**src/hw/rtl/pfs_pkg.sv**
```systemverilog
`timescale 1ns / 1ps
package pfs_pkg;

    localparam int TimeBits = 32;
    localparam int NumCh    = 9;
    localparam int ChBits   = 4;

    // configuration register indexes
    localparam logic [2:0] REG_ENABLE  = 3'd0;
    localparam logic [2:0] REG_WEIGHTS = 3'd1;
    localparam logic [2:0] REG_STALE_L = 3'd2;
    localparam logic [2:0] REG_STALE_M = 3'd3;
    localparam logic [2:0] REG_STALE_H = 3'd4;
    localparam logic [2:0] REG_SCORE   = 3'd5;
    localparam logic [2:0] REG_TIMER   = 3'd6;

    // vote codes
    localparam logic [1:0] VOTE_NONE   = 2'd0;
    localparam logic [1:0] VOTE_WEAK   = 2'd1;
    localparam logic [1:0] VOTE_STRONG = 2'd2;
    localparam logic [1:0] VOTE_DENIED = 2'd3;

    // reported levels
    localparam logic [2:0] LVL_LOITER  = 3'd4;
    localparam logic [2:0] LVL_ANOMALY = 3'd5;

    typedef struct packed {
        logic        mode;
        logic [3:0]  channel;
        logic [1:0]  vote;
        logic [7:0]  quality;
        logic [31:0] now_ms;
    } pfs_in_t;

    typedef struct packed {
        logic [2:0] result_level;
        logic       level_changed;
        logic [6:0] confidence;
        logic [6:0] anomaly_level;
        logic [5:0] modality_mask;
        logic [2:0] strong_count;
        logic       denied_seen;
    } pfs_out_t;

    typedef enum logic [2:0] {
        ST_IDLE,
        ST_SCAN,
        ST_ACC,
        ST_SCORE,
        ST_DECIDE,
        ST_OUT
    } pfs_state_t;

    // controller to datapath
    typedef struct packed {
        logic       load;
        logic       observe;
        logic       clear_acc;
        logic       scan;
        logic [3:0] ch;
        logic       acc;
        logic       score;
        logic       decide;
    } pfs_cmd_t;

    function automatic logic [2:0] chan_mod(input logic [3:0] ch);
        logic [2:0] m;
        begin
            case (ch)
                4'd0:    m = 3'd0;
                4'd1:    m = 3'd1;
                4'd2:    m = 3'd2;
                4'd3,
                4'd4:    m = 3'd3;
                4'd5,
                4'd6:    m = 3'd4;
                default: m = 3'd5;
            endcase
            return m;
        end
    endfunction

    function automatic logic [2:0] pop6(input logic [5:0] x);
        logic [2:0] n;
        begin
            n = 3'd0;
            for (int i = 0; i < 6; i++)
            begin
                n = n + {2'd0, x[i]};
            end
            return n;
        end
    endfunction

endpackage

```
**src/hw/rtl/pfs_ctrl.sv**
```systemverilog
`timescale 1ns / 1ps
module pfs_ctrl
    import pfs_pkg::*;
(
    input  logic     clk,
    input  logic     rst_n,
    input  logic     in_fire,
    input  logic     in_mode,
    input  logic     out_busy,
    output logic     in_ready,
    output logic     out_load,
    output pfs_cmd_t cmd
);

    pfs_state_t state_reg, state_next;
    logic [3:0] ch_reg, ch_next;

    // state register
    always_ff @(posedge clk or negedge rst_n)
    begin
        if (!rst_n)
        begin
            state_reg <= ST_IDLE;
            ch_reg    <= 4'd0;
        end
        else
        begin
            state_reg <= state_next;
            ch_reg    <= ch_next;
        end
    end

    // next state and commands
    always_comb
    begin
        state_next = state_reg;
        ch_next    = ch_reg;
        in_ready   = 1'b0;
        out_load   = 1'b0;
        cmd        = '0;
        cmd.ch     = ch_reg;
        unique case (state_reg)
            ST_IDLE:
            begin
                in_ready = 1'b1;
                cmd.load = in_fire;
                if (in_fire)
                begin
                    if (in_mode)
                    begin
                        cmd.clear_acc = 1'b1;
                        ch_next       = 4'd0;
                        state_next    = ST_SCAN;
                    end
                    else
                    begin
                        cmd.observe = 1'b1;
                    end
                end
            end
            ST_SCAN:
            begin
                cmd.scan   = 1'b1;
                state_next = ST_ACC;
            end
            ST_ACC:
            begin
                cmd.acc = 1'b1;
                if (ch_reg == 4'(NumCh - 1))
                begin
                    state_next = ST_SCORE;
                end
                else
                begin
                    ch_next    = ch_reg + 4'd1;
                    state_next = ST_SCAN;
                end
            end
            ST_SCORE:
            begin
                cmd.score  = 1'b1;
                state_next = ST_DECIDE;
            end
            ST_DECIDE:
            begin
                state_next = ST_OUT;
            end
            ST_OUT:
            begin
                if (!out_busy)
                begin
                    cmd.decide = 1'b1;
                    out_load   = 1'b1;
                    state_next = ST_IDLE;
                end
            end
            default: state_next = ST_IDLE;
        endcase
    end

endmodule

```
**src/hw/rtl/pfs_datapath.sv**
```systemverilog
`timescale 1ns / 1ps
module pfs_datapath
    import pfs_pkg::*;
(
    input  logic        clk,
    input  logic        rst_n,
    input  pfs_in_t     in_item,
    input  pfs_cmd_t    cmd,
    input  logic        cfg_we,
    input  logic [2:0]  cfg_index,
    input  logic [63:0] cfg_data,
    output pfs_out_t    result
);

    localparam logic [TimeBits-1:0] TZero = '0;

    // configuration
    logic [8:0]  enable_reg;
    logic [62:0] weights_reg;
    logic [47:0] stale_l_reg, stale_m_reg, stale_h_reg;
    logic [45:0] score_reg;
    logic [63:0] timer_reg;

    // channel slots
    logic [1:0]          slot_vote_reg [NumCh];
    logic [6:0]          slot_qual_reg [NumCh];
    logic [TimeBits-1:0] slot_time_reg [NumCh];
    logic [NumCh-1:0]    slot_seen_reg;

    // latched item
    logic [TimeBits-1:0] now_reg;

    // scan pipeline
    logic [1:0]  sv_reg;
    logic [13:0] prod_reg;
    logic [2:0]  sm_reg;
    logic [10:0] evid_reg;
    logic [5:0]  weak_reg, strong_reg;
    logic [3:0]  denied_reg;
    logic        body_reg;

    // score results
    logic [6:0]  conf_reg, anom_reg;
    logic [2:0]  sn_reg;
    logic        silent_reg, anom_hit_reg;
    logic [1:0]  raw_reg;

    // presence state
    logic [1:0]          comm_reg, cand_reg;
    logic [TimeBits-1:0] cand_start_reg, dwell_reg, hold_reg;
    logic [2:0]          last_reg;

    always_ff @(posedge clk or negedge rst_n)
    begin
        if (!rst_n)
        begin
            enable_reg  <= '0;
            weights_reg <= '0;
            stale_l_reg <= '0;
            stale_m_reg <= '0;
            stale_h_reg <= '0;
            score_reg   <= '0;
            timer_reg   <= '0;
        end
        else if (cfg_we)
        begin
            case (cfg_index)
                REG_ENABLE:  enable_reg  <= cfg_data[8:0];
                REG_WEIGHTS: weights_reg <= cfg_data[62:0];
                REG_STALE_L: stale_l_reg <= cfg_data[47:0];
                REG_STALE_M: stale_m_reg <= cfg_data[47:0];
                REG_STALE_H: stale_h_reg <= cfg_data[47:0];
                REG_SCORE:   score_reg   <= cfg_data[45:0];
                REG_TIMER:   timer_reg   <= cfg_data;
                default:     ;
            endcase
        end
    end

    // observe writes
    logic [3:0] in_ch;
    assign in_ch = in_item.channel;

    always_ff @(posedge clk or negedge rst_n)
    begin
        if (!rst_n)
        begin
            slot_seen_reg <= '0;
            for (int i = 0; i < NumCh; i++)
            begin
                slot_vote_reg[i] <= VOTE_NONE;
                slot_qual_reg[i] <= '0;
                slot_time_reg[i] <= '0;
            end
        end
        else if (cmd.observe && in_ch < 4'(NumCh) && enable_reg[in_ch])
        begin
            slot_vote_reg[in_ch] <= in_item.vote;
            slot_qual_reg[in_ch] <= (in_item.quality > 8'd100) ? 7'd100
                                                              : in_item.quality[6:0];
            slot_time_reg[in_ch] <= in_item.now_ms[TimeBits-1:0];
            slot_seen_reg[in_ch] <= 1'b1;
        end
    end

    // per-channel view
    logic [15:0]         lim;
    logic [47:0]         grp;
    logic [TimeBits-1:0] age;
    logic [1:0]          v_eff;
    logic [6:0]          w;
    logic [3:0]          sc;

    assign sc = cmd.ch;

    always_comb
    begin
        if (sc < 4'd3)      grp = stale_l_reg;
        else if (sc < 4'd6) grp = stale_m_reg;
        else                grp = stale_h_reg;
        case (sc)
            4'd0, 4'd3, 4'd6: lim = grp[15:0];
            4'd1, 4'd4, 4'd7: lim = grp[31:16];
            default:          lim = grp[47:32];
        endcase
        age   = now_reg - slot_time_reg[sc];
        v_eff = slot_vote_reg[sc];
        if (!enable_reg[sc] || !slot_seen_reg[sc] || age > TimeBits'(lim))
        begin
            v_eff = VOTE_NONE;
        end
        w = weights_reg[7*sc +: 7];
    end

    // evidence term: strong /100, weak /200 via reciprocal then fixup
    logic [13:0] div_d;
    logic [27:0] q_est;
    logic [6:0]  q;
    logic [13:0] rem;

    always_comb
    begin
        div_d = (sv_reg == VOTE_STRONG) ? 14'd100 : 14'd200;
        q_est = (sv_reg == VOTE_STRONG) ? 28'(prod_reg) * 28'd5243 >> 19
                                        : 28'(prod_reg) * 28'd5243 >> 20;
        q     = q_est[6:0];
        rem   = prod_reg - 14'(q * div_d);
        if (rem >= div_d)
        begin
            q = q + 7'd1;
        end
    end

    always_ff @(posedge clk)
    begin
        if (cmd.load)
        begin
            now_reg <= in_item.now_ms[TimeBits-1:0];
        end
        if (cmd.scan)
        begin
            sv_reg   <= v_eff;
            prod_reg <= w * slot_qual_reg[sc];
            sm_reg   <= chan_mod(sc);
        end
        if (cmd.clear_acc)
        begin
            evid_reg   <= '0;
            weak_reg   <= '0;
            strong_reg <= '0;
            denied_reg <= '0;
            body_reg   <= 1'b0;
        end
        else if (cmd.acc)
        begin
            if (sv_reg == VOTE_STRONG || sv_reg == VOTE_WEAK)
            begin
                evid_reg           <= evid_reg + 11'(q);
                weak_reg[sm_reg]   <= 1'b1;
            end
            if (sv_reg == VOTE_STRONG)
            begin
                strong_reg[sm_reg] <= 1'b1;
                if (sm_reg == 3'd1 || sm_reg == 3'd2)
                begin
                    body_reg <= 1'b1;
                end
            end
            if (sv_reg == VOTE_DENIED)
            begin
                denied_reg <= denied_reg + 4'd1;
            end
        end
    end

    // scoring
    logic [2:0]  sn;
    logic [9:0]  bonus;
    logic [10:0] anomaly, csum;
    logic [6:0]  conf, anom;
    logic [1:0]  raw;

    always_comb
    begin
        sn      = pop6(strong_reg);
        bonus   = (sn >= 3'd2) ? 10'(score_reg[37:31]) * 10'(sn - 3'd1) : 10'd0;
        anomaly = 11'(denied_reg) * 11'(score_reg[44:38]);
        if (denied_reg != 4'd0 && body_reg)
        begin
            anomaly = anomaly + 11'(score_reg[44:38]);
        end
        csum = evid_reg + 11'(bonus);
        conf = (csum > 11'd100) ? 7'd100 : csum[6:0];
        anom = (anomaly > 11'd100) ? 7'd100 : anomaly[6:0];
        if (conf >= score_reg[6:0] && sn >= score_reg[30:28]) raw = 2'd3;
        else if (conf >= score_reg[13:7])                     raw = 2'd2;
        else if (conf >= score_reg[20:14])                    raw = 2'd1;
        else                                                  raw = 2'd0;
    end

    always_ff @(posedge clk)
    begin
        if (cmd.score)
        begin
            conf_reg     <= conf;
            anom_reg     <= anom;
            sn_reg       <= sn;
            raw_reg      <= raw;
            anom_hit_reg <= anom >= score_reg[27:21];
            silent_reg   <= score_reg[45] && body_reg && sn == 3'd1
                            && pop6(weak_reg) == 3'd1;
        end
    end

    // debounce, dwell and anomaly latch
    logic [1:0]          comm_n, cand_n;
    logic [TimeBits-1:0] cs_n, dw_n, hold_n, need;
    logic [2:0]          rep;

    always_comb
    begin
        comm_n = comm_reg;
        cand_n = cand_reg;
        cs_n   = cand_start_reg;
        dw_n   = dwell_reg;
        hold_n = hold_reg;
        need   = '0;
        if (raw_reg == comm_reg)
        begin
            cand_n = comm_reg;
            cs_n   = now_reg;
        end
        else
        begin
            if (raw_reg != cand_reg)
            begin
                cand_n = raw_reg;
                cs_n   = now_reg;
            end
            need = (raw_reg > comm_reg) ? TimeBits'(timer_reg[15:0])
                                        : TimeBits'(timer_reg[31:16]);
            if (now_reg - cs_n >= need)
            begin
                if (raw_reg >= 2'd2 && comm_reg < 2'd2)
                begin
                    dw_n = now_reg;
                end
                comm_n = raw_reg;
            end
        end
        if (comm_n < 2'd2)
        begin
            dw_n = TZero;
        end
        rep = {1'b0, comm_n};
        if (comm_n >= 2'd2 && now_reg - dw_n >= TimeBits'(timer_reg[47:32]))
        begin
            rep = silent_reg ? LVL_ANOMALY : LVL_LOITER;
        end
        if (anom_hit_reg)
        begin
            rep    = LVL_ANOMALY;
            hold_n = now_reg + TimeBits'(timer_reg[63:48]);
        end
        else if (now_reg < hold_reg)
        begin
            rep = LVL_ANOMALY;
        end
    end

    always_ff @(posedge clk or negedge rst_n)
    begin
        if (!rst_n)
        begin
            comm_reg       <= '0;
            cand_reg       <= '0;
            cand_start_reg <= '0;
            dwell_reg      <= '0;
            hold_reg       <= '0;
            last_reg       <= '0;
        end
        else if (cmd.decide)
        begin
            comm_reg       <= comm_n;
            cand_reg       <= cand_n;
            cand_start_reg <= cs_n;
            dwell_reg      <= dw_n;
            hold_reg       <= hold_n;
            last_reg       <= rep;
        end
    end

    // result assembly
    always_comb
    begin
        result.result_level  = rep;
        result.level_changed = rep != last_reg;
        result.confidence    = conf_reg;
        result.anomaly_level = anom_reg;
        result.modality_mask = weak_reg;
        result.strong_count  = sn_reg;
        result.denied_seen   = denied_reg != 4'd0;
    end

endmodule

```
**src/hw/rtl/presence_fusion_scorer_core.sv**
```systemverilog
`timescale 1ns / 1ps
// Presence fusion scorer. An observe item yields no result. An evaluate item
// runs from acceptance to a loaded result thus: the controller walks the nine
// channel slots, a scan and an accumulate state each, through one shared
// weight-by-quality multiplier, then scores, debounces and reports. The result
// sits in an output register, so the next item can be accepted while it waits.
module presence_fusion_scorer_core
    import pfs_pkg::*;
(
    input  logic        clk,
    input  logic        rst_n,
    input  logic        in_valid,
    output logic        in_ready,
    input  pfs_in_t     in_data,
    output logic        out_valid,
    input  logic        out_ready,
    output pfs_out_t    out_data,
    input  logic        cfg_we,
    input  logic [2:0]  cfg_index,
    input  logic [63:0] cfg_data
);

    pfs_cmd_t cmd;
    pfs_out_t result;
    logic     out_load, in_fire, out_valid_reg;
    pfs_out_t out_data_reg;

    assign in_fire = in_valid && in_ready;

    pfs_ctrl u_ctrl (
        .clk      (clk),
        .rst_n    (rst_n),
        .in_fire  (in_fire),
        .in_mode  (in_data.mode),
        .out_busy (out_valid_reg && !out_ready),
        .in_ready (in_ready),
        .out_load (out_load),
        .cmd      (cmd)
    );

    pfs_datapath u_dp (
        .clk       (clk),
        .rst_n     (rst_n),
        .in_item   (in_data),
        .cmd       (cmd),
        .cfg_we    (cfg_we),
        .cfg_index (cfg_index),
        .cfg_data  (cfg_data),
        .result    (result)
    );

    // output register
    always_ff @(posedge clk or negedge rst_n)
    begin
        if (!rst_n)
        begin
            out_valid_reg <= 1'b0;
        end
        else if (out_load)
        begin
            out_valid_reg <= 1'b1;
        end
        else if (out_ready)
        begin
            out_valid_reg <= 1'b0;
        end
    end

    always_ff @(posedge clk)
    begin
        if (out_load)
        begin
            out_data_reg <= result;
        end
    end

    assign out_valid = out_valid_reg;
    assign out_data  = out_data_reg;

endmodule
```
**config.mk**
```make
export PLATFORM = sky130hd
export DESIGN_NAME = presence_fusion_scorer_core
export DESIGN_NICKNAME = d
export VERILOG_FILES = /design/src/hw/rtl/pfs_pkg.sv /design/src/hw/rtl/pfs_ctrl.sv /design/src/hw/rtl/pfs_datapath.sv /design/src/hw/rtl/presence_fusion_scorer_core.sv
export SDC_FILE = /design/constraint.sdc
export NUM_CORES = 2
export LEC_CHECK = 0
export BUFFER_PORTS_ARGS = -buffer_cell sky130_fd_sc_hd__buf_2
export CAP_MARGIN = 10
export CELL_PAD_IN_SITES_DETAIL_PLACEMENT = 1
export CELL_PAD_IN_SITES_GLOBAL_PLACEMENT = 2
export CORE_MARGIN = 5
export CORE_UTILIZATION = 46
export CTS_CLUSTER_SIZE = 12
export DETAILED_ROUTE_END_ITERATION = 12
export PLACE_DENSITY = 0.93
export SETUP_SLACK_MARGIN = 0.05
export SLEW_MARGIN = 20
export SYNTH_ARGS = -nofsm -noshare
export SYNTH_HDL_FRONTEND = slang
export SYNTH_SLANG_ARGS = --single-unit
```
**constraint.sdc**
```tcl
create_clock -name clk -period 30.7 [get_ports clk]
set_input_delay 1.535 -clock clk [delete_from_list [all_inputs] [get_ports clk]]
set_output_delay 1.535 -clock clk [all_outputs]
set_load 0.005 [all_outputs]
```
Word level (Yosys, flattened, before mapping)
Index checks and enable logic that the tools add are counted.
{"block": "classes", "add_sub_neg": 22, "n_mul": 6, "div_mod_pow": 0, "n_lt_le_gt_ge": 30, "eq_ne": 33, "n_shift": 1, "muxes": 79, "n_bitwise": 5, "reduce_logical": 48}
{"op": "$mux W32", "count": 10}
{"op": "$bwmux W288", "count": 1}
{"op": "$bmux W32 S4", "count": 1}
{"op": "$demux W32 S4", "count": 1}
{"op": "$mux W48", "count": 2}
{"op": "$sub A32 B32 Y32", "count": 3}
{"op": "$bwmux W63", "count": 1}
{"op": "$shiftx A63 B8 Y7", "count": 1}
{"op": "$mux W7", "count": 8}
{"op": "$add A32 B16 Y32", "count": 1}
{"op": "$ge A32 B16 Y1", "count": 1}
{"op": "$ge A32 B32 Y1", "count": 1}
{"op": "$gt A32 B16 Y1", "count": 1}
{"op": "$lt A32 B32 Y1", "count": 1}
{"op": "$pmux W16 S2", "count": 1}
{"op": "$bmux W7 S4", "count": 1}
{"op": "$demux W7 S4", "count": 1}
{"op": "$ge A7 B7 Y1", "count": 4}
{"op": "$mul A14 B13 Y27 const B", "count": 1}
{"op": "$add A3 B1 Y3", "count": 8}
{"op": "$reduce_and A2 Y1", "count": 12}
{"op": "$add A11 B7 Y11", "count": 2}
{"op": "$gt A11 B7 Y1 const B", "count": 2}
{"op": "$mux W3", "count": 7}
{"op": "71 further kinds", "count": 152}
{"block": "word_totals", "reg_bits": 943, "latch_bits": 0, "ram_bits": 0, "mem_bits_ro": 0, "in_bits": 119, "output_inout_bits": 30, "word_cells": 291, "n_memories": 0}

Longest topological paths before layout
{"block": "logic_depth", "word_depth": 16, "mapped_depth": 56, "ltp_nobuf": 53}

Hierarchy
Synthesis repeated with hierarchy kept, for this count alone.
{"block": "unflattened", "cells_unflattened": 5264, "area_unflattened_um2": 58134.5}
{"module": "pfs_datapath", "instances": 1, "cells_per_inst": 5190, "area_each_um2": 56790.7}
{"module": "presence_fusion_scorer_core", "instances": 1, "cells_per_inst": 32, "area_each_um2": 892.1}
{"module": "pfs_ctrl", "instances": 1, "cells_per_inst": 42, "area_each_um2": 451.7}

Worst setup path after synthesis
Ideal clock, no wire load.
{"block": "synth_timing", "path_kind": "reg-to-reg", "startpoint": "reg u_dp.prod_reg[11]", "endpoint": "reg u_dp.evid_reg[10]", "setup_ns": 0.128, "arrival_ns": 10.644, "required_time_ns": 30.572, "path_slack_ns": 19.928, "stages_incl_launch_ff": 47, "n_path_buf": 0, "period_less_slack_ns": 10.772, "cell_sequence": "edfxtp_1 fa_1 ha_1 inv_1 fa_1 inv_1 fa_1 inv_1 fa_1 inv_1 ha_1 a21o_1 a21o_1 a21oi_1 nand2_1 a211oi_1 nor2_1 a311oi_1 (+11 left out) ha_1 nand3_1 nand2_1 a311o_1 o31ai_1 nand4_1 xnor2_1 ha_1 fa_1 a21o_1 a21o_1 a21o_1 a21oi_1 o21ai_0 and3_1 nand3_1 xor2_1 nor2_1"}
{"block": "synth_between", "elab_chain_cells": 7}
{"item": "start: declaration", "line": "pfs_datapath.sv:35", "source": "logic [13:0] prod_reg;"}
{"item": "start signal: assignment", "line": "pfs_datapath.sv:163", "source": "prod_reg <= w * slot_qual_reg[sc];"}
{"item": "$mul A14 B13 Y27", "line": "pfs_datapath.sv:144", "source": "q_est = (sv_reg == VOTE_STRONG) ? 28'(prod_reg) * 28'd5243 >> 19"}
{"item": "$mux W7", "line": "pfs_datapath.sv:144"}
{"item": "$mul A7 B14 Y14", "line": "pfs_datapath.sv:147", "source": "rem = prod_reg - 14'(q * div_d);"}
{"item": "$sub A14 B14 Y14", "line": "pfs_datapath.sv:147"}
{"item": "$ge A14 B14 Y1", "line": "pfs_datapath.sv:148", "source": "if (rem >= div_d)"}
{"item": "$mux W7 *", "line": "pfs_datapath.sv:148"}
{"item": "$add A11 B7 Y11 *", "line": "pfs_datapath.sv:178", "source": "evid_reg <= evid_reg + 11'(q);"}
{"item": "end signal: assignment", "line": "pfs_datapath.sv:178"}
{"item": "end: declaration", "line": "pfs_datapath.sv:37", "source": "logic [10:0] evid_reg;"}
Mark *: on every way between the ends. The rest lies on a longest branch, timed or not.
A chain may end at the register's enable or synchronous reset.

==> flow_summary_export.csv <==
group,metric,value,unit
cts,clock_sinks,943,
worst_setup_path,critical_path.max_stage_delay,580,ps
finish,largest_reg_flops,288,
min_path,hp-class,"flip-flop to flip-flop",
min_path,hp-start,"u_dp.anom_reg[5]",
cts,cts_tree,"done",
cts,cts_buffers,102,
finish,register_area,24000,µm²
worst_setup_path,worstPathArrival,12580,ps
floorplan,fp.coreArea,126000,µm²
worst_setup_path,cpMostUsedCell,"a21oi_1",
cts,clockBufferDepth,3,
synth,synth_ff_type,"dfrtp_1",
finish,multi_input_area,31800,µm²
detailed_routing,wl_per_cell,24.5,µm
synth,netlist_area,58300,µm²
run_status,status,"completed",
finish,nets,6406,
sta,fin_worst_skew,59.0,ps
sta,tightest_slew,1080,ps
finish,fillers,13691,
synth,synth-edff-count,100,
floorplan,die_x,366,µm
detailed_routing,drt_wl_total,182,mm
floorplan,io_pins,149,
sta,rsz0062_at_grt,"false",
min_path,min_path_cells,0,
worst_setup_path,crit_path_start_kind,"flip-flop",
detailed_routing,drtIter0Drc,2786,
synth,syn_inst,5636,
synth,yosys.area.top_type_share,35.0,%
synth,synth-seq-area-share,41.1,%
worst_setup_path,r2r_cells,53,
grt,grt_pass1_wl,285,mm
synth,netlist_top_cells_area,"dfrtp_1, ha_1, mux2_2",
synth,avgSynthCellArea,10.3,µm²
sta,hold_violations,0,
job,max_cap_violations,0,
placement,place.gp.congestion,0.880,
sta,finalSetupViolCount,0,
worst_setup_path,r2r-start,"u_dp.raw_reg[1]",
cts,post-cts-setup-buffers,0,
cts,cts-resized-gates,0,
sta,hold_ws,412,ps
synth,synth-async-reset-ratio,86.4,%
floorplan,initial_core_util,46.3,%
sta,slew-limit-headroom,28.3,%
finish,post_layout_nonfiller_instances,7430,
worst_setup_path,critPathRequiredTime,31170,ps
finish,drive_above_1_share,17.6,%
cts,htree_levels,3,
detailed_routing,num_vias,43774,
placement,placedCellCount,7231,
grt,grt_pass1_vias,47304,
sta,fin_setup_tns,0,ps
synth,syn_nets,6357,
cts,root_buffer,"clkbuf_16",
synth,synth.distinct_cells,96,
placement,dpl.hpwl,127,mm
floorplan,die_area,134000,µm²
finish,syn2layout_area_growth,9.98,%
sta,fin_crit_sh,39.4,%
grt,grt_max_degree,171,
placement,place_ws,18750,ps
sta,post-route-min-period,12100,ps
min_path,hold-path-endpoint,"out_data[15]",
placement,port-buffer-count,148,
worst_setup_path,setup.worst_path.end_class,"flip-flop",
worst_setup_path,worstPathMaxFanout,37,
grt,grt_usage,27.0,%
detailed_routing,dr.pass1.iters,5,
sta,max_clock_freq,0.0826,GHz
synth,yosys-top-cells-count,"nand2_1, dfrtp_1, mux2_2, ha_1, inv_1",
worst_setup_path,cpMaxStageDelayCell,"a2111oi_0",
synth,yosysWarnings,0,
sta,layout_setup_ws,18600,ps
floorplan,die_h,366,µm
detailed_routing,vias_per_cell,5.89,
sta,maxSlewViolCount,0,
cts,clk_pin_slew,60,ps
detailed_routing,ant_nets,0,
cts,hold_buffers,0,
worst_setup_path,setup.worst_path.class,"flip-flop to flip-flop",
synth,yosysMostFrequentCell,"nand2_1",
synth,ys_ff_latch,943,
floorplan,rows,130,
synth,yosysTopAreaCell,"dfrtp_1",
grt,overflow,0,
worst_setup_path,rr_endpoint,"out_data[24]",
worst_setup_path,r2r_slack,18600,ps
cts,clock_latency,740,ps
grt,antenna_found_initial,20,
detailed_routing,drcViolationCount,0,
-- layer usage --
layer	part of all wire, %	vias to the layer above	track usage, %
met3	5.6	389	5.20
met4	4.6	16	11.2
li1	-	19622	-
met2	48	1089	44.9
met1	42	22658	34.6
met5	0.063	-	0
-- cells by family after synthesis --
kind of cell    Yosys count  share of synthesized area [%]
simple gates           1529                           11.6
compound gates          977                           10.5
flops                   943                           41.1
mux                     725                           14.6
buf+inv                 687                           4.67
fa+ha+maj               602                           14.8
xor+xnor                172                           2.58
other cells               1                        0.00643
-- cells in the final DEF, fill, tap and decap left out, types with 52 or more instances in the layout --
master	n
inv_1	403
buf_2	147
edfxtp_1	100
xnor2_1	120
nand2_1	889
dfrtp_1	812
buf_4	74
a21o_1	80
nand3_1	54
o22ai_1	54
ha_1	455
clkbuf_16	104
a21oi_1	285
mux2_2	497
fa_1	147
mux2i_1	176
xor2_1	52
nor2_1	222
a22oi_1	64
o21ai_0	224
-- stage by stage --
stage	cell area, µm²	util, %
detailed placement	60700	48.3
global placement	60700	48.2
global route	64100	51.0
floorplan	58300	-
finish	64100	51.0
CTS	64100	51.0
-- cell type report --
type                    count  area share (%)
multi-input cells        4006            49.6
flip-flops and latches    943            37.4
diodes                     10          0.0390
well taps                1650            3.22
repair buffers            226            2.14
clock buffers             161            4.72
clock inverters            28           0.552
inverters                 406            2.38
-- worst max path at each step --
stage                 startpoint           endpoint  slack (ps)  cells past startpoint
2_1_floorplan  u_dp.prod_reg[11]  u_dp.evid_reg[10]       19930                     46
3_3_place_gp   u_dp.prod_reg[11]  u_dp.evid_reg[10]       19180                     46
3_5_place_dp   u_dp.prod_reg[11]  u_dp.evid_reg[10]       18750                     46
4_1_cts        u_dp.prod_reg[11]  u_dp.evid_reg[10]       18670                     46
5_1_grt          u_dp.raw_reg[1]       out_data[24]       17580                     53
6_report         u_dp.raw_reg[1]       out_data[24]       18600                     53
-- critical path: cells and delay by family (launching register included) --
kind | cells | cell delay [ps]
DFF | 1 | 520
xor gates and xnor gates | 3 | 490
and+or+nand+nor | 17 | 3200
muxes | 1 | 360
adders and majority gates | 4 | 1050
buffers and inverters | 3 | 1100
AOI/OAI and AO/OA | 25 | 5070
Power is left out: the tool's default activity adds up to more than one toggle a clock period on the data nets, which glitch-free logic cannot reach.
